## config.mk

```make
export PLATFORM = sky130hd
export DESIGN_NAME = checksummed_settings_frame_receiver_flat
export DESIGN_NICKNAME = d
export VERILOG_FILES = /design/src/rtl/csfr_pkg.sv /design/src/rtl/csfr_if.sv /design/src/rtl/csfr_assembler.sv /design/src/rtl/csfr_out_stage.sv /design/src/rtl/checksummed_settings_frame_receiver.sv /design/src/flat_wrapper.sv
export SDC_FILE = /design/constraint.sdc
export NUM_CORES = 1
export LEC_CHECK = 0
export ABC_CLOCK_PERIOD_IN_PS = 8300
export BUFFER_PORTS_ARGS = -buffer_cell sky130_fd_sc_hd__buf_4
export CORE_UTILIZATION = 30
export CTS_CLUSTER_DIAMETER = 60
export DETAILED_ROUTE_END_ITERATION = 10
export GPL_ROUTABILITY_DRIVEN = 0
export RECOVER_POWER = 100
export SLEW_MARGIN = 20
export SYNTH_ARGS = -nofsm -noshare
export SYNTH_HDL_FRONTEND = slang
export SYNTH_SLANG_ARGS = --single-unit
```

## constraint.sdc

```tcl
create_clock -name clk -period 8.3 [get_ports clk]
set_clock_uncertainty 0.15 [all_clocks]
set_input_delay 0.83 -clock clk [delete_from_list [all_inputs] [get_ports clk]]
set_output_delay 0.83 -clock clk [all_outputs]
set_load 0.005 [all_outputs]
```

## src/rtl/csfr_pkg.sv

```systemverilog
// Shared types and constants for the settings frame receiver.
`timescale 1ns / 1ps

package csfr_pkg;

  localparam logic [7:0] HeaderByte  = 8'hAA;
  localparam logic [3:0] CheckPos    = 4'd11;
  localparam logic [3:0] FieldFirst  = 4'd2;
  localparam int         FieldCount  = 9;
  localparam int         FieldIdxW   = $clog2(FieldCount);
  localparam int         GainBShift  = 6;

  typedef logic [3:0] frame_pos_t;
  typedef logic [7:0] byte_t;

  typedef struct packed {
    logic  frame_ok;
    byte_t gain_a;
    byte_t gain_b;
    byte_t sink0_level;
    byte_t sink1_level;
    byte_t amp_delay;
    byte_t sink0_delay;
    byte_t sink1_delay;
    byte_t alarm_setting;
  } settings_t;

endpackage

```

## src/rtl/csfr_if.sv

```systemverilog
// Valid/ready channel interfaces for received bytes and decoded settings.
`timescale 1ns / 1ps

interface csfr_byte_if
  import csfr_pkg::*;
();
  logic  valid;
  logic  ready;
  byte_t rx_byte;

  modport source (output valid, output rx_byte, input ready);
  modport sink (input valid, input rx_byte, output ready);
endinterface

interface csfr_result_if
  import csfr_pkg::*;
();
  logic  valid;
  logic  ready;
  logic  frame_ok;
  byte_t gain_a;
  byte_t gain_b;
  byte_t sink0_level;
  byte_t sink1_level;
  byte_t amp_delay;
  byte_t sink0_delay;
  byte_t sink1_delay;
  byte_t alarm_setting;

  modport source (
    output valid, output frame_ok, output gain_a, output gain_b,
    output sink0_level, output sink1_level, output amp_delay,
    output sink0_delay, output sink1_delay, output alarm_setting,
    input ready
  );
  modport sink (
    input valid, input frame_ok, input gain_a, input gain_b,
    input sink0_level, input sink1_level, input amp_delay,
    input sink0_delay, input sink1_delay, input alarm_setting,
    output ready
  );
endinterface

```

## src/rtl/csfr_assembler.sv

```systemverilog
// Frame position tracking, running checksum, field capture and decode.
`timescale 1ns / 1ps

module csfr_assembler
  import csfr_pkg::*;
(
  input  logic      clk,
  input  logic      rst,
  input  logic      byte_accept,
  input  byte_t     rx_byte,
  output logic      res_valid,
  output settings_t res
);

  frame_pos_t position;
  frame_pos_t position_next;
  byte_t      running_sum;
  byte_t      running_sum_next;
  byte_t      field_store [FieldCount];
  frame_pos_t field_offset;
  logic [FieldIdxW-1:0] field_idx;
  logic       at_header;
  logic       in_body;
  logic       sum_match;

  assign at_header    = (position == 4'd0);
  assign in_body      = !at_header && (position < CheckPos);
  assign field_offset = position - FieldFirst;
  assign field_idx    = field_offset[FieldIdxW-1:0];
  assign sum_match    = (rx_byte == running_sum);
  assign res_valid    = byte_accept && !at_header && !in_body;

  always_comb begin
    position_next    = position;
    running_sum_next = running_sum;
    if (byte_accept) begin
      if (at_header) begin
        if (rx_byte == HeaderByte) begin
          position_next    = 4'd1;
          running_sum_next = rx_byte;
        end
      end else if (in_body) begin
        position_next    = position + 4'd1;
        running_sum_next = running_sum + rx_byte;
      end else begin
        position_next    = 4'd0;
        running_sum_next = 8'd0;
      end
    end
  end

  always_ff @(posedge clk) begin
    if (rst) begin
      position    <= 4'd0;
      running_sum <= 8'd0;
    end else begin
      position    <= position_next;
      running_sum <= running_sum_next;
    end
  end

  always_ff @(posedge clk) begin
    if (byte_accept && in_body && (position >= FieldFirst)) begin
      field_store[field_idx] <= rx_byte;
    end
  end

  always_comb begin
    res = '0;
    if (sum_match) begin
      res.frame_ok      = 1'b1;
      res.gain_a        = field_store[0];
      res.gain_b        = field_store[1] + byte_t'(field_store[2] << GainBShift);
      res.sink0_level   = field_store[3];
      res.sink1_level   = field_store[4];
      res.amp_delay     = field_store[5];
      res.sink0_delay   = field_store[6];
      res.sink1_delay   = field_store[7];
      res.alarm_setting = field_store[8];
    end
  end

  a_pos_range: assert property (@(posedge clk) disable iff (rst)
    position <= CheckPos)
    else $error("frame position beyond checksum byte");

  a_idle_sum_clear: assert property (@(posedge clk) disable iff (rst)
    at_header |-> running_sum == 8'd0)
    else $error("running sum not cleared between frames");

  a_result_restarts: assert property (@(posedge clk) disable iff (rst)
    res_valid |=> at_header)
    else $error("position did not return to header after result");

  a_header_start: assert property (@(posedge clk) disable iff (rst)
    (at_header && byte_accept && rx_byte != HeaderByte) |=> at_header)
    else $error("bad header byte advanced the frame");

endmodule

```

## src/rtl/csfr_out_stage.sv

```systemverilog
// Output register with skid entry for decoded settings transactions.
`timescale 1ns / 1ps

module csfr_out_stage
  import csfr_pkg::*;
(
  input  logic      clk,
  input  logic      rst,
  input  logic      load,
  input  settings_t load_data,
  output logic      load_ready,
  output logic      out_valid,
  input  logic      out_ready,
  output settings_t out_data
);

  logic      skid_valid;
  settings_t skid_data;
  logic      out_fire;

  assign out_fire   = out_valid && out_ready;
  assign load_ready = !skid_valid;

  always_ff @(posedge clk) begin
    if (rst) begin
      out_valid  <= 1'b0;
      skid_valid <= 1'b0;
    end else if (skid_valid && out_fire) begin
      out_valid  <= 1'b1;
      skid_valid <= 1'b0;
    end else if (load) begin
      if (!out_valid || out_fire) begin
        out_valid <= 1'b1;
      end else begin
        skid_valid <= 1'b1;
      end
    end else if (out_fire) begin
      out_valid <= 1'b0;
    end
  end

  always_ff @(posedge clk) begin
    if (skid_valid && out_fire) begin
      out_data <= skid_data;
    end else if (load) begin
      if (!out_valid || out_fire) begin
        out_data <= load_data;
      end else begin
        skid_data <= load_data;
      end
    end
  end

  a_skid_behind_out: assert property (@(posedge clk) disable iff (rst)
    skid_valid |-> out_valid)
    else $error("skid entry held without an output transaction");

  a_no_overrun: assert property (@(posedge clk) disable iff (rst)
    !(load && skid_valid))
    else $error("result loaded while skid entry full");

  a_skid_drains: assert property (@(posedge clk) disable iff (rst)
    (skid_valid && out_fire) |=> (out_valid && !skid_valid))
    else $error("skid entry did not move to output");

endmodule

```

## src/rtl/checksummed_settings_frame_receiver.sv

```systemverilog
// Top level: settings frame receiver with additive checksum check.
//
// Usage:
//   rx  : byte channel (valid/ready). One received byte per transaction.
//   res : result channel (valid/ready). One transaction per completed frame,
//         issued when the checksum byte (frame byte 11) is taken. frame_ok
//         is 1 on a checksum match with the decoded settings; on a mismatch
//         frame_ok and all settings fields are 0.
//   A byte at frame position 0 other than 0xAA is dropped without result.
// Throughput: one byte per cycle, sustained while rx.ready is high.
// Output: the result is loaded into the output register when the checksum
//   byte is taken, or into the skid entry while res is stalled.
// Reset (rst, synchronous): frame position and running sum clear, output
//   and skid entries empty; rx.ready is high the cycle after reset.
// Stall: while res is stalled one further result fits in the skid entry;
//   rx.ready drops only when both output entries hold results.

`timescale 1ns / 1ps

module checksummed_settings_frame_receiver
  import csfr_pkg::*;
(
  input logic         clk,
  input logic         rst,
  csfr_byte_if.sink   rx,
  csfr_result_if.source res
);

  logic      byte_accept;
  logic      load_ready;
  logic      asm_valid;
  settings_t asm_res;
  settings_t out_data;

  assign rx.ready    = load_ready;
  assign byte_accept = rx.valid && load_ready;

  csfr_assembler u_assembler (
    .clk         (clk),
    .rst         (rst),
    .byte_accept (byte_accept),
    .rx_byte     (rx.rx_byte),
    .res_valid   (asm_valid),
    .res         (asm_res)
  );

  csfr_out_stage u_out_stage (
    .clk        (clk),
    .rst        (rst),
    .load       (asm_valid),
    .load_data  (asm_res),
    .load_ready (load_ready),
    .out_valid  (res.valid),
    .out_ready  (res.ready),
    .out_data   (out_data)
  );

  assign res.frame_ok      = out_data.frame_ok;
  assign res.gain_a        = out_data.gain_a;
  assign res.gain_b        = out_data.gain_b;
  assign res.sink0_level   = out_data.sink0_level;
  assign res.sink1_level   = out_data.sink1_level;
  assign res.amp_delay     = out_data.amp_delay;
  assign res.sink0_delay   = out_data.sink0_delay;
  assign res.sink1_delay   = out_data.sink1_delay;
  assign res.alarm_setting = out_data.alarm_setting;

endmodule

```

## src/flat_wrapper.sv

```systemverilog
// flat-port wrapper written by rule: the top's interface ports become plain ports
module checksummed_settings_frame_receiver_flat import csfr_pkg::*;
  (clk, rst, rx_valid, rx_rx_byte, rx_ready, res_valid, res_frame_ok, res_gain_a, res_gain_b, res_sink0_level, res_sink1_level, res_amp_delay, res_sink0_delay, res_sink1_delay, res_alarm_setting, res_ready);
  csfr_byte_if rx_i ();
  csfr_result_if res_i ();
  input logic clk;
  input logic rst;
  input wire logic [$bits(rx_i.valid)-1:0] rx_valid;
  input wire logic [$bits(rx_i.rx_byte)-1:0] rx_rx_byte;
  output wire logic [$bits(rx_i.ready)-1:0] rx_ready;
  output wire logic [$bits(res_i.valid)-1:0] res_valid;
  output wire logic [$bits(res_i.frame_ok)-1:0] res_frame_ok;
  output wire logic [$bits(res_i.gain_a)-1:0] res_gain_a;
  output wire logic [$bits(res_i.gain_b)-1:0] res_gain_b;
  output wire logic [$bits(res_i.sink0_level)-1:0] res_sink0_level;
  output wire logic [$bits(res_i.sink1_level)-1:0] res_sink1_level;
  output wire logic [$bits(res_i.amp_delay)-1:0] res_amp_delay;
  output wire logic [$bits(res_i.sink0_delay)-1:0] res_sink0_delay;
  output wire logic [$bits(res_i.sink1_delay)-1:0] res_sink1_delay;
  output wire logic [$bits(res_i.alarm_setting)-1:0] res_alarm_setting;
  input wire logic [$bits(res_i.ready)-1:0] res_ready;
  assign rx_i.valid = rx_valid;
  assign rx_i.rx_byte = rx_rx_byte;
  assign rx_ready = rx_i.ready;
  assign res_valid = res_i.valid;
  assign res_frame_ok = res_i.frame_ok;
  assign res_gain_a = res_i.gain_a;
  assign res_gain_b = res_i.gain_b;
  assign res_sink0_level = res_i.sink0_level;
  assign res_sink1_level = res_i.sink1_level;
  assign res_amp_delay = res_i.amp_delay;
  assign res_sink0_delay = res_i.sink0_delay;
  assign res_sink1_delay = res_i.sink1_delay;
  assign res_alarm_setting = res_i.alarm_setting;
  assign res_i.ready = res_ready;
  checksummed_settings_frame_receiver u_core (.clk(clk), .rst(rst), .rx(rx_i), .res(res_i));
endmodule
```

* Yosys cells after proc, flatten, opt, wreduce, memory -nomap -nowiden
Memories as Yosys holds them, arrays and structs flattened. Index checks and enable logic that the tools add are counted.
Word-level totals: bits in registers 144, bits in writable memories 72, bits of input ports 12, logic and storage cells 74, memories 1
Memories:
- u_core.u_assembler.field_store | words 9, bits a word 8, rd ports 9, clocked after memory_dff 0, write ports 1, line csfr_assembler.sv:19 | byte_t field_store [FieldCount];
Operators by class: add/sub/neg operators 4, magnitude comparators 2, equality and inequality tests 4, multiplexer cells 16, bitwise operators 2, reductions and logical operators 23
Operator list (count):
- $mux 65 | 4
- $mux 8 | 3
- $add 8x8->8 | 2
- $mux 4 | 3
- $eq 8x8->1 | 1
- $eq 8x8->1 const B | 1
- $logic_and 1x1->1 | 8
- $reduce_and 2->1 | 4
- $mux 1 | 6
- $add 4x1->4 const B | 1
- $ge 4x2->1 const B | 1
- $logic_not 1->1 | 4
- $logic_not 4->1 | 1
- $lt 4x4->1 const B | 1
- $reduce_bool 2->1 | 2
- $sub 4x2->4 const B | 1
- $ne 3x3->1 const B | 1
- $reduce_and 3->1 | 1
- $reduce_bool 3->1 | 1
- $ne 2x1->1 const B | 1
- $not 1->1 | 2
- $reduce_or 2->1 | 1
- $logic_or 1x1->1 | 1

* Logic depth before layout (Yosys ltp)
Gate-level depths: netlist of the first run.
depth after elaboration 7, gate-level depth with buffers 8, mapped depth without buffers 7

* Modules after synthesis
From an unflattened synthesis of the first run, not the netlist that was laid out.
Second synthesis, totals: cells, all modules 498, area, all modules 8615.8 µm²
By module, submodules not included:
- csfr_out_stage | times used 1, cells each 215, area an instance 4991.0 µm², seq. area each 3943.8 µm²
- csfr_assembler | times used 1, cells each 282, area an instance 3618.5 µm², seq. area each 2222.1 µm²
- checksummed_settings_frame_receiver | times used 1, cells each 1, area an instance 6.3 µm², seq. area each 0.0 µm²

* Worst setup path after synthesis of the first run
Ideal clock, no wire load.
path type in2reg, start input rx_valid, end register u_core.u_out_stage.skid_data[0] (netlist name) (enable), library setup time 0.583 ns, arrival 6.059 ns, required time 7.567 ns, setup slack 1.508 ns, cell stages on the path 4, buffers on the path 1, cell sequence nor2b_1 clkbuf_1 nand2_1 nor3b_1
Between the ends: longest elaborated chain between the ends 4
RTL lines:
- start, declared | line flat_wrapper.sv:8 | input wire logic [$bits(rx_i.valid)-1:0] rx_valid;
- $logic_and 1x1->1 | line checksummed_settings_frame_receiver.sv:36 | assign byte_accept = rx.valid && load_ready;
- $logic_and 1x1->1 (2 in series) | line csfr_assembler.sv:31 | assign res_valid = byte_accept && !at_header && !in_body;
- $reduce_and 3->1 (no source line)
- end signal, assigned | line csfr_out_stage.sv:49 | skid_data <= load_data;
- end, declared | line csfr_out_stage.sv:18 | settings_t skid_data;
No other way between the ends. A chain may end at the register's enable or synchronous reset.

==> run summary, run 1 <==
The run finished, with violations left. The total overflow left after global routing is 0. The run gives 4.78 ns as the pre-CTS setup slack. The average via count per standard cell works out to 4.56.

The number of warning messages in the yosys log was 0. The transition time at the pin with the least slew margin was 3.80 ns. The tools report the core outline area as 0.0270 mm2. Once the clock tree was built, the resizer swapped 0 gates to a different size. The design draws 2.14 mW. Of all flip-flops after synthesis, the portion carrying an async set or reset was 0%. The first global-routing pass estimated 24.8 mm of wire.

The tools report the area enclosed by the die boundary as 0.0283 mm2. For this design, the sink count on the clock tree is 210. From synthesis to final layout, the design area changed by 19.4%. For the synthesized instance count, the log shows 490. The worst slew slack as a fraction of its limit was -153%; the clock-pin slew of the registers on the worst-case setup and hold paths was 0.06 ns. The highest fanout seen on the critical path is 55. The number of antenna diodes in the final layout is 0. The fraction of layout cells with a size suffix above 1 is 27.8%, and the combined buffer and inverter count along the critical path is 2. The floorplan has 60 rows. The worst setup path is launched from a primary input. Leakage power: 3.71 nW. The number of levels the H-tree was split into was 1; the width of the die was 168 um.

The mean area per synthesized cell came out at 16.9 um2. After layout, the minimum clock period comes to 4.96 ns. Buffers inserted during clock tree synthesis total 22. The aggregate global-route resource usage is 11.3%. The tools report the number of hold-slack violations in the final timing report as 0. At the worst endpoint, the arrival time is 5.17 ns.

The setup check on the worst reg-to-reg path leaves a slack of 3.55 ns. Max-cap violations in this run came to 3. The via count of the first global-routing pass was 4336; the via count of the routed design was 4261. Setup repair after global routing left no endpoint under its margin. The checks that failed: capacitance limit, slew limit. The sequential area share after synthesis was 74.4%.

Setup violations remaining at the end of the flow were counted as 0. The logs give 4 for the number of search-and-repair iterations in the first detailed-routing pass and 3.34 ns for the final worst-path setup slack. For the final setup TNS, the log shows 0 ns.

Grouping stages by cell kind, the critical path spends the most delay in buffers and inverters. The number of ports placed on the die boundary came out at 79. Power spread over the standard cell area amounts to 217 mW/mm2.

The effective utilization at floorplan is 30.7%. The path class of the tightest hold or removal check is flop to flop. The number of pins exceeding their max-slew limit in the final report is 188. For this run, design rule violations remaining after detail routing come to 0. For the initial antenna violation count, the log shows 0. The number of enable-type register cells in the synthesized netlist is 196. The endpoint kind of the worst setup timing path is a flop.

Prevailing post-synth register cell: sky130_fd_sc_hd__edfxtp_1. The period utilization was 59.7%; the total wirelength of the detailed-routed design was 16.0 mm. IR analysis of the VDD net gives a maximum drop of 0.159 mV.

The library cell contributing the largest single delay on the critical path is sky130_fd_sc_hd__clkbuf_1. The count of input and output buffers is 78, and the chip height is 168 um. In the final routed layout, each cell accounts on average for 17.1 um. In this run, synthesis produced a sequential element count of 210. The detail route stage leaves a number of antenna-violating nets equal to 0. Counting distinct cell types in the post-synthesis netlist gives 48. Stage delay of the slowest cell on the critical path: 1.40 ns.

Entering global routing, the biggest net connects 66 pins. The maximum achievable frequency was 202 MHz. Post-layout net count: 605. In this run the post-CTS setup repair buffer count came out at 0.

TritonCTS built the clock tree. Traced cell by cell, the critical path runs through clkbuf_1 > ha_1 > nor4_1 > nand2_1 > nor4_1 > clkbuf_1 > and2_0 > mux2_2. Total standard cell area after synthesis: 0.00829 mm2. For the worst setup path, the data required time is 8.52 ns.

The longest clock path from root to sink contains 3 buffers. When the netlist entered floorplanning its net count stood at 517. Class of the most critical setup path: primary input to flop. Clock tree synthesis selected as its root buffer the cell sky130_fd_sc_hd__clkbuf_16.

The run gives 0.50 ns as the worst-skew pair later-pin latency. The first routing iteration left 269 violations. The half-perimeter wire length after detailed placement came out at 10.0 mm. Buffers inserted to repair hold after CTS numbered 0.
[where the power goes]
part	switching, mW	internal (mW)	leakage [nW]
clock network	0.389	0.584	0.357
logic	0.0191	0.00692	1.16
registers	0.000176	1.15	2.19
[cell usage after synthesis (2+ instances only)]
cell type                  count  area (um2)
sky130_fd_sc_hd__xnor2_1       5        43.8
sky130_fd_sc_hd__buf_1         3        11.3
sky130_fd_sc_hd__clkbuf_2      4        20.0
sky130_fd_sc_hd__nand3_1       4        20.0
sky130_fd_sc_hd__buf_2         2        10.0
sky130_fd_sc_hd__o22ai_1       2        12.5
sky130_fd_sc_hd__o41ai_1       2        17.5
sky130_fd_sc_hd__clkbuf_1      9        33.8
sky130_fd_sc_hd__nor2_1       11        41.3
sky130_fd_sc_hd__a21o_1        2        15.0
sky130_fd_sc_hd__nor2b_1       3        18.8
sky130_fd_sc_hd__nand3b_1      2        15.0
sky130_fd_sc_hd__nor3_1        6        30.0
sky130_fd_sc_hd__o21ai_0       5        25.0
sky130_fd_sc_hd__o21a_1        2        15.0
sky130_fd_sc_hd__and2_1       72         450
sky130_fd_sc_hd__inv_1         7        26.3
sky130_fd_sc_hd__nand2b_1      2        12.5
sky130_fd_sc_hd__edfxtp_1    196        5890
sky130_fd_sc_hd__a21oi_1      12        60.1
sky130_fd_sc_hd__dfxtp_1      14         280
sky130_fd_sc_hd__ha_1         14         175
sky130_fd_sc_hd__mux2_2       65         732
sky130_fd_sc_hd__a211oi_1      2        15.0
sky130_fd_sc_hd__xor2_1        3        26.3
sky130_fd_sc_hd__nand2_1      11        41.3
sky130_fd_sc_hd__a221oi_1      4        35.0
sky130_fd_sc_hd__nand4_1       3        18.8
sky130_fd_sc_hd__nor3b_1       2        15.0
sky130_fd_sc_hd__nor4_1        2        12.5
sky130_fd_sc_hd__or4_1         2        15.0
[cell type report]
type	count	area, um2
multi-input cells	255	2010
clock inverters	13	153
clock buffers	27	569
well taps	341	427
fillers	2532	17100
repair buffers	82	544
inverters	7	26.3
flip-flops and latches	210	6170
[kinds of logic after synthesis]
| logic type | Yosys count | share of synthesized area, % |
|---|---|---|
| xor+xnor | 8 | 0.845 |
| flops | 210 | 74.4 |
| mux | 65 | 8.83 |
| compound gates | 38 | 3.14 |
| simple gates | 129 | 9.22 |
| buf+inv | 25 | 1.22 |
| fa+ha+maj | 15 | 2.35 |
[state kept, by name (all words and copies together) (netlist names)]
signal,count
u_core.u_assembler.field_store,66
u_core.u_out_stage.out_valid,1
u_core.u_out_stage.out_data,65
u_core.u_out_stage.skid_data,65
u_core.u_assembler.position,4
u_core.u_assembler.running_sum,8
u_core.u_out_stage.skid_valid,1
[through the flow]
step | cell area [um2] | utilization [%] | hold WS (ns) | std cells
2_1_floorplan | 8290 | - | 0.286 | 490
3_5_place_dp | 9280 | 34.3 | 0.321 | 895
6_report | 9900 | 36.6 | 0.335 | 935
3_3_place_gp | 9280 | 34.3 | 0.300 | 895
5_1_grt | 9900 | 36.6 | 0.374 | 935
4_1_cts | 10000 | 37.0 | 0.334 | 935
[worst min-delay path, delay by kind of cell, from the launching register on]
kind | cells | cell delay [ns]
flip-flops | 1 | 0.33
AO/OA/AOI/OAI | 1 | 0.05
buffers and inverters | 1 | 0.06
[routing by layer]
metal	up-vias	wire length (um)	global-route usage [%]
met4	0	259	3.48
met5	-	0	0
met3	17	1020	2.84
li1	2037	-	-
met2	111	7880	18.4
met1	2096	6880	14.8
[final timing paths]
| path | from | end | cells after the start |
|---|---|---|---|
| max reg2reg | u_core.u_assembler.position[0] | u_core.u_out_stage.skid_data[42] | 5 |
| min | u_core.u_assembler.running_sum[7] | u_core.u_assembler.running_sum[7] | 2 |
| min reg2reg | u_core.u_assembler.running_sum[7] | u_core.u_assembler.running_sum[7] | 2 |
| max | rx_rx_byte[1] | u_core.u_out_stage.out_data[0] | 8 |
[layout by cell type, fill, tap and decap left out, types with 3 or more instances in the layout]
cell type and count:
sky130_fd_sc_hd__nand3_1 4, sky130_fd_sc_hd__xor2_1 3, sky130_fd_sc_hd__a221oi_1 4, sky130_fd_sc_hd__buf_4 4, sky130_fd_sc_hd__nor2b_1 3, sky130_fd_sc_hd__and2_0 73
sky130_fd_sc_hd__dfxtp_1 14, sky130_fd_sc_hd__mux2_2 65, sky130_fd_sc_hd__clkbuf_1 24, sky130_fd_sc_hd__nor2_1 11, sky130_fd_sc_hd__inv_1 7, sky130_fd_sc_hd__bufinv_16 3
sky130_fd_sc_hd__nand2_1 11, sky130_fd_sc_hd__nor4_1 3, sky130_fd_sc_hd__nor3_1 6, sky130_fd_sc_hd__clkbuf_4 59, sky130_fd_sc_hd__a21oi_1 12, sky130_fd_sc_hd__o21ai_0 5
sky130_fd_sc_hd__xnor2_1 5, sky130_fd_sc_hd__edfxtp_1 196, sky130_fd_sc_hd__nand4_1 3, sky130_fd_sc_hd__ha_1 14, sky130_fd_sc_hd__clkbuf_16 22, sky130_fd_sc_hd__clkinv_2 6
Power figures use the tool's default switching activity.
==> inputs of run 2 (changes only) <==
--- a/config.mk
+++ b/config.mk
@@ -5,7 +5,7 @@
 export SDC_FILE = /design/constraint.sdc
 export NUM_CORES = 1
 export LEC_CHECK = 0
-export ABC_CLOCK_PERIOD_IN_PS = 8300
+export ABC_CLOCK_PERIOD_IN_PS = 5100
 export BUFFER_PORTS_ARGS = -buffer_cell sky130_fd_sc_hd__buf_4
 export CORE_UTILIZATION = 30
 export CTS_CLUSTER_DIAMETER = 60
==> constraint.sdc (replaced) <==
create_clock -name clk -period 5.1 [get_ports clk]
set_clock_uncertainty 0.15 [all_clocks]
set_input_delay 0.51 -clock clk [delete_from_list [all_inputs] [get_ports clk]]
set_output_delay 0.51 -clock clk [all_outputs]
set_load 0.005 [all_outputs]
==> run 2 against run 1 <==
Effect of this change:
- the run still ends with capacitance limit, slew limit left
- count of clock-buffer cells in the layout increased by 4
- wire length decreased by 0.36%
- combinational power increased by 65%
- worst hold slack got worse by 0.22 ns
- sequential cell count unchanged
- critical path depth decreased by 3
- final area increased by 0.13%
- global-route usage increased by 0.067 points
- register-to-register slack got worse by 2.3 ns
- die area unchanged
- setup slack got worse by 2.1 ns
- critical path type is now flop to flop
- largest cell class unchanged
- largest power group unchanged
==> run summary, run 2 (synthesis gave the netlist of run 1 again) <==
The effective utilization at floorplan is 30.7% (unchanged), and the maximum number of pins on one net before global-route repair is 67 (+1.5%). The internal reg-to-reg setup slack was 1.29 ns (-2.26 ns). The power density of the placed cells works out to 346 mW/mm2 (+60%). The average via count per standard cell came out at 4.61 (+1.2%).

TritonCTS built the clock tree. Total wirelength of the detailed-routed design: 16.0 mm (-0.36%). The tools report the hold path endpoint as u_core.u_out_stage.skid_valid. Final setup TNS: 0 ns (unchanged). The routed wirelength normalized by instance count was 17.1 um (-0.15%). The critical path required time is 5.04 ns (-3.48 ns). The endpoint arrival time on the critical path came out at 3.76 ns (-1.41 ns). The fraction of layout cells with a size suffix above 1 is 28.5% (+0.77 points). The reg-to-reg startpoint is u_core.u_assembler.position[0].

The logs give 0.00929 mm2 (+0.15%) for the instance area at placement and 0.0283 mm2 (unchanged) for the area enclosed by the die boundary. The number of hold-slack violations in the final timing report was 0 (unchanged); the final critical path time including I/O delays and setup was 3.81 ns. The worst voltage drop across the vdd grid is 0.187 mV (+17%), and the floorplan row count is 60 (unchanged). The number of maximum-capacitance violations is 2 (-1), and the leakage power is 3.73 nW (+0.42%).

The tools report the number of gates given a new drive strength after cts as 0 (unchanged). The switching power summed over all nets was 643 uW (+58%); the worst slew slack as a fraction of its limit was -12.4% (+140 points). The aggregate global-route resource usage is 11.4% (+0.067 points), and the clock group share of total power is 44.4% (-1.0 points). The wire length of the first global-routing pass was 25.1 mm (+1.3%). The tools report the startpoint class of the critical path as a flop. The width of the die was 168 um (unchanged).

Relative contribution of sequential cells to total power: 54.4% (+1.0 points). The count of cells along the worst register-to-register path was 5 (unchanged). The number of antenna repair diodes was 0 (unchanged); the post-layout net count was 606 (+0.17%). The core outline area came out at 0.0270 mm2 (unchanged). The number of buffers created by CTS was 22 (unchanged).

For the number of clock sinks, the log shows 210 (unchanged). The class of the most critical setup path was flop to flop. Worst-skew pair later-pin latency: 0.50 ns (about the same).

The hold buffer count at cts was 0 (unchanged); the highest fanout seen on the critical path was 28 (-49%). The count of input and output buffers is 78 (unchanged). In the layout the commonest cells are sky130_fd_sc_hd__edfxtp_1, sky130_fd_sc_hd__and2_0, sky130_fd_sc_hd__mux2_2, sky130_fd_sc_hd__clkbuf_4, sky130_fd_sc_hd__clkbuf_16. The cell count of the worst hold path was 2 (unchanged).

The largest registers in the layout are u_core.u_assembler.field_store: 66 flops, u_core.u_out_stage.out_data: 65 flops, u_core.u_out_stage.skid_data: 65 flops. The switching power share of the total is 18.8% (-0.28 points), and the post-route antenna net violation count is 0 (unchanged). The number of remaining DRC errors came out at 0 (unchanged). The worst hold path begins at res_ready. Chip height: 168 um (unchanged). The final reports fail on capacitance limit, slew limit. The logs give 79 (unchanged) for the number of ports placed on the die boundary and 95 (-49%) for the number of pins exceeding their max-slew limit in the final report. The transition time at the pin with the least slew margin was 1.69 ns (-2.11 ns); the final design instance area without fill was 0.00991 mm2 (+0.13%).

The combinational power share was 1.3% (about the same). The worst hold path belongs to the class primary input to flop. The number of levels the H-tree was split into was 1 (unchanged). The total global routing overflow is 0 (unchanged), and the maximum buffer depth of the clock tree is 3 (unchanged). Leaving out fill and tap cells, the most frequent cell in the layout is sky130_fd_sc_hd__edfxtp_1.

The run gives 0 (unchanged) as the post-CTS setup repair buffer count. The register with the most flip-flops in the final layout is u_core.u_assembler.field_store. From synthesis to final layout, the design area changed by 19.6%.

The initial antenna violation count was 0 (unchanged); the internal power summed over all cells was 2.79 mW (+61%). The tools report the detailed router's first-iteration violation count as 240 (-11%). The flip-flop count of the largest register after layout was 66 (unchanged); the via count of the routed design was 4302 (+0.96%).

The flow ran to the end, but the final reports show violations. Endpoint kind of the worst setup timing path: a flop. The clock-pin slew of the registers on the worst-case setup and hold paths came out at 0.06 ns (about the same). Setup repair after global routing left no endpoint under its margin.

The worst register-to-register path ends at u_core.u_out_stage.skid_data[59]. The logs give 4 (unchanged) for the number of search-and-repair iterations in the first detailed-routing pass and 3.43 mW (+60%) for the power consumption. The worst path uses 74.8% of the clock period.

The run gives 0.113 ns (-0.222 ns) as the final hold slack. The run gives 0 (unchanged) as the number of setup violations in the final report. Clock root buffer master: sky130_fd_sc_hd__clkbuf_16.

For the half-perimeter wire length after detailed placement, the log shows 10.2 mm (+1.5%). The tools report the utilization of the core after routing as 36.7% (+0.046 points). The maximum achievable frequency was 262 MHz.

The via count of the first global-routing pass is 4497 (+3.7%).
## run 2: power groups by stage
stage,clock [mW],combinational (mW),sequential [mW]
2_1_floorplan,0,0.0178,1.90
3_3_place_gp,0,0.0458,1.90
3_5_place_dp,0,0.0474,1.90
4_1_cts,1.57,0.0473,1.86
5_1_grt,1.63,0.0471,1.86
6_report,1.52,0.0429,1.86
## run 2: through the flow
| stage | setup WS (ns) | std cells |
|---|---|---|
| floorplan | 0.229 | 490 |
| global placement | 2.05 | 896 |
| detailed placement | 1.87 | 896 |
| CTS | 1.98 | 933 |
| global route | 0.937 | 933 |
| finish | 1.29 | 933 |
## run 2: worst max-delay path, stage by stage (launching register included)
cell	delay, ns
sky130_fd_sc_hd__dfxtp_1	0.44
sky130_fd_sc_hd__ha_1	0.32
sky130_fd_sc_hd__o21a_1	0.25
sky130_fd_sc_hd__nand2_1	0.17
sky130_fd_sc_hd__nor3b_4	0.83
sky130_fd_sc_hd__clkbuf_1	1.20
## run 2: layer usage
metal | wire (um) | GRT usage [%]
met1 | 7130 | 14.4
met5 | 0 | 0
met4 | 278 | 3.52
met3 | 832 | 2.54
met2 | 7740 | 19.2
## run 2: cell type report
cell class | count | area, um2
clock inverters | 6 | 52.6
fillers | 2536 | 17100
repair buffers | 83 | 564
clock buffers | 31 | 636
well taps | 341 | 427
multi-input cells | 255 | 2040
inverters | 7 | 26.3
flip-flops and latches | 210 | 6170
## run 2: worst max-delay path by stage
stage                                             endpoint  depth (start not counted)  slack (ns)                           start
after detailed placement  u_core.u_out_stage.skid_data[12]                          5        1.87                        rx_valid
after floorplan             u_core.u_out_stage.out_data[0]                          4        0.23                        rx_valid
after global placement    u_core.u_out_stage.skid_data[10]                          5        2.05                        rx_valid
after global routing      u_core.u_out_stage.skid_data[57]                          5        0.94  u_core.u_assembler.position[0]
after CTS                 u_core.u_out_stage.skid_data[12]                          5        1.98  u_core.u_assembler.position[0]
final                     u_core.u_out_stage.skid_data[59]                          5        1.29  u_core.u_assembler.position[0]
==> inputs of run 3 (changes only) <==
--- a/config.mk
+++ b/config.mk
@@ -5,7 +5,7 @@
 export SDC_FILE = /design/constraint.sdc
 export NUM_CORES = 1
 export LEC_CHECK = 0
-export ABC_CLOCK_PERIOD_IN_PS = 5100
+export ABC_CLOCK_PERIOD_IN_PS = 3850
 export BUFFER_PORTS_ARGS = -buffer_cell sky130_fd_sc_hd__buf_4
 export CORE_UTILIZATION = 30
 export CTS_CLUSTER_DIAMETER = 60
==> constraint.sdc (replaced) <==
create_clock -name clk -period 3.85 [get_ports clk]
set_clock_uncertainty 0.15 [all_clocks]
set_input_delay 0.385 -clock clk [delete_from_list [all_inputs] [get_ports clk]]
set_output_delay 0.385 -clock clk [all_outputs]
set_load 0.005 [all_outputs]
==> run 3 against run 2 <==
Effect of this change:
- the run ends with slew limit left
- sequential cell count unchanged
- worst hold slack worse by 0.050 ns
- sequential power up 33%
- highest routed layer unchanged
==> run summary, run 3 (synthesis gave the netlist of run 1 again) <==
Hold buffer count at cts: 1 (+1). The count of cell instances traversed by the critical path is 5 (unchanged), and the area enclosed by the die boundary is 0.0283 mm2 (unchanged). The wire length of the first global-routing pass came out at 24.6 mm (-1.8%). The maximum buffer depth of the clock tree came out at 3 (unchanged). The final critical path time including I/O delays and setup was 3.22 ns (-0.591 ns). The period utilization was 83.7% (+8.9 points). The number of levels the H-tree was split into is 1 (unchanged). Tracing the worst setup path back leads to its startpoint at u_core.u_assembler.position[1]. Switching power share of the total: 19.1% (+0.37 points).

The clock-pin slew of the registers on the worst-case setup and hold paths is 0.06 ns (about the same), and the worst slew slack as a fraction of its limit is -1.10% (+11 points). The logs give 310 MHz (+18%) for the maximum achievable frequency and 4272 (-0.70%) for the via count of the routed design. The tools report the number of ports placed on the die boundary as 79 (unchanged). The total wirelength of the detailed-routed design came out at 15.8 mm (-1.4%).

The checks that failed: slew limit. The tools report the leakage power as 3.73 nW (about the same). For the post-layout net count, the log shows 606 (unchanged).

The width of the die is 168 um (unchanged). Setup repair after global routing left no endpoint under its margin. The fraction of layout cells with a size suffix above 1 is 28.5% (-0.096 points), and the aggregate global-route resource usage is 11.1% (-0.27 points). The power density of the placed cells came out at 454 mW/mm2 (+31%). Leaving out fill and tap cells, the most frequent cell in the layout is sky130_fd_sc_hd__edfxtp_1. More flip-flops sit in one register than any other, and that register is u_core.u_assembler.field_store. The number of clock sinks is 210 (unchanged), and the flip-flop count of the largest register after layout is 66 (unchanged).

The cell count of the worst hold path works out to 2 (unchanged). The number of setup violations in the final report is 0 (unchanged). The routed wirelength normalized by instance count is 16.8 um (-1.6%), and the worst-skew pair later-pin latency is 0.49 ns (about the same).

The stage delay of the slowest cell on the critical path is 1.09 ns (-0.11 ns). The tools report the area of combinational cells with multiple inputs as 0.00203 mm2 (-0.49%). The number of remaining DRC errors was 0 (unchanged); the total of fill cells in the finished design was 2553 (+0.67%). The number of gates given a new drive strength after cts is 0 (unchanged). The tools report the clock group share of total power as 43.8% (-0.6 points). TritonCTS built the clock tree. The logs give 54.9% (+0.5 points) for the relative contribution of sequential cells to total power and 0 (unchanged) for the initial antenna violation count. Number of search-and-repair iterations in the first detailed-routing pass: 4 (unchanged). Average via count per standard cell: 4.57 (-0.91%). The run gives 0.257 mV (+37%) as the worst voltage drop across the vdd grid. The top cell types in the final layout, fill and taps aside, are sky130_fd_sc_hd__edfxtp_1, sky130_fd_sc_hd__and2_0, sky130_fd_sc_hd__mux2_2, sky130_fd_sc_hd__clkbuf_4, sky130_fd_sc_hd__clkbuf_16. STA classifies the critical path endpoint as a flop. The tools report the power consumption as 4.50 mW (+31%). The run finished, with violations left. The tools report the startpoint of the worst hold path as rst. The run gives 0.0270 mm2 (unchanged) as the core outline area. The effective utilization at floorplan was 30.7% (unchanged). Post-route antenna net violation count: 0 (unchanged). The count of input and output buffers was 78 (unchanged).

The half-perimeter wire length after detailed placement was 9.92 mm (-2.4%). The tools report the maximum number of pins on one net before global-route repair as 67 (unchanged). The combined buffer and inverter count along the critical path is 1 (unchanged), and the register cell area after layout is 0.00617 mm2 (unchanged). The chip height was 168 um (unchanged); the switching power summed over all nets was 861 uW (+34%). The critical path is of the flop to flop type. The internal power summed over all cells is 3.64 mW (+31%). STA classifies the critical path startpoint as a flop. The tools report the clock root buffer master as sky130_fd_sc_hd__clkbuf_16.

The number of maximum-capacitance violations is 0 (-2). For the number of pins exceeding their max-slew limit in the final report, the log shows 104 (+9.5%). Total global routing overflow: 0 (unchanged). The logs give 0 ns (unchanged) for the final setup TNS and 3.79 ns (-1.25 ns) for the critical path required time. The tools report the endpoint arrival time on the critical path as 3.16 ns (-0.60 ns). The path class of the tightest hold or removal check is primary input to flop. For the number of hold-slack violations in the final timing report, the log shows 0 (unchanged). The startpoint identified for the worst register-to-register timing path is u_core.u_assembler.position[1]. The highest fanout seen on the critical path was 65 (+130%). The combinational power share is 1.3% (about the same). Detailed router's first-iteration violation count: 318 (+33%). Floorplan row count: 60 (unchanged). The largest registers in the layout are u_core.u_assembler.field_store: 66 flops, u_core.u_out_stage.out_data: 65 flops, u_core.u_out_stage.skid_data: 65 flops.

Via count of the first global-routing pass: 4466 (-0.69%). The kind of cell with the highest combined delay along the critical path is buffers and inverters. The signal on the critical path passes through ha_1 > o21a_1 > nand2_1 > nor3b_4 > buf_2. Library cell contributing the largest single delay on the critical path: sky130_fd_sc_hd__buf_2. The post-CTS setup repair buffer count is 0 (unchanged), and the number of buffers created by CTS is 22 (unchanged). The number of antenna repair diodes was 0 (unchanged).

The post-synthesis to final-layout area growth was 19.5% (about the same). Count of cells along the worst register-to-register path: 5 (unchanged). The transition time at the pin with the least slew margin works out to 1.52 ns (-0.170 ns).
run 3: cell count changes in the layout (fill, tap and decap cells not counted), moves of 2 or more:
cell / previous run / this run
sky130_fd_sc_hd__buf_2: 0 / 2
sky130_fd_sc_hd__clkbuf_8: 3 / 0
sky130_fd_sc_hd__buf_4: 5 / 3
sky130_fd_sc_hd__clkinv_1: 2 / 6
sky130_fd_sc_hd__clkbuf_1: 20 / 16
sky130_fd_sc_hd__inv_6: 0 / 2
run 3: worst paths after layout:
check,slack (ns),end
worst min-delay path,0.06,u_core.u_assembler.position[3]
worst max-delay path,0.63,u_core.u_out_stage.skid_data[41]
worst max register to register,0.63,u_core.u_out_stage.skid_data[41]
worst min register to register,0.32,u_core.u_assembler.running_sum[4]
run 3: power groups by stage:
| stage | sequential, mW | clock, mW | combinational, mW |
|---|---|---|---|
| after floorplan | 2.52 | 0 | 0.0237 |
| after global placement | 2.52 | 0 | 0.0610 |
| after detailed placement | 2.52 | 0 | 0.0629 |
| after CTS | 2.47 | 2.03 | 0.0641 |
| after global routing | 2.47 | 2.11 | 0.0625 |
| final | 2.47 | 1.97 | 0.0578 |
run 3: routing by layer:
metal	wire [um]	GRT usage, %	part of all wire (%)
met1	6990	14.3	44
met2	7390	18.2	47
met3	1040	2.77	6.6
met4	332	3.60	2.1
met5	0	0	0
run 3: area by class of cell:
cell class / count / area share [%]
Sequential cell: 210 / 62.3
Clock buffer: 26 / 5.92
Tap cell: 341 / 4.31
Multi-Input combinational cell: 255 / 20.5
Clock inverter: 13 / 0.910
Inverter: 7 / 0.265
Timing Repair Buffer: 83 / 5.84
run 3: per-stage QoR:
step	cell area (um2)	util [%]	setup WS, ns	std cells	hold slack (ns)
3_5_place_dp	9300	34.4	0.878	895	0.309
4_1_cts	9980	36.9	0.874	935	0.0326
6_report	9900	36.6	0.627	935	0.0627
2_1_floorplan	8310	-	0.449	490	0.286
5_1_grt	9900	36.6	0.356	935	0.0534
3_3_place_gp	9300	34.4	1.01	895	0.305
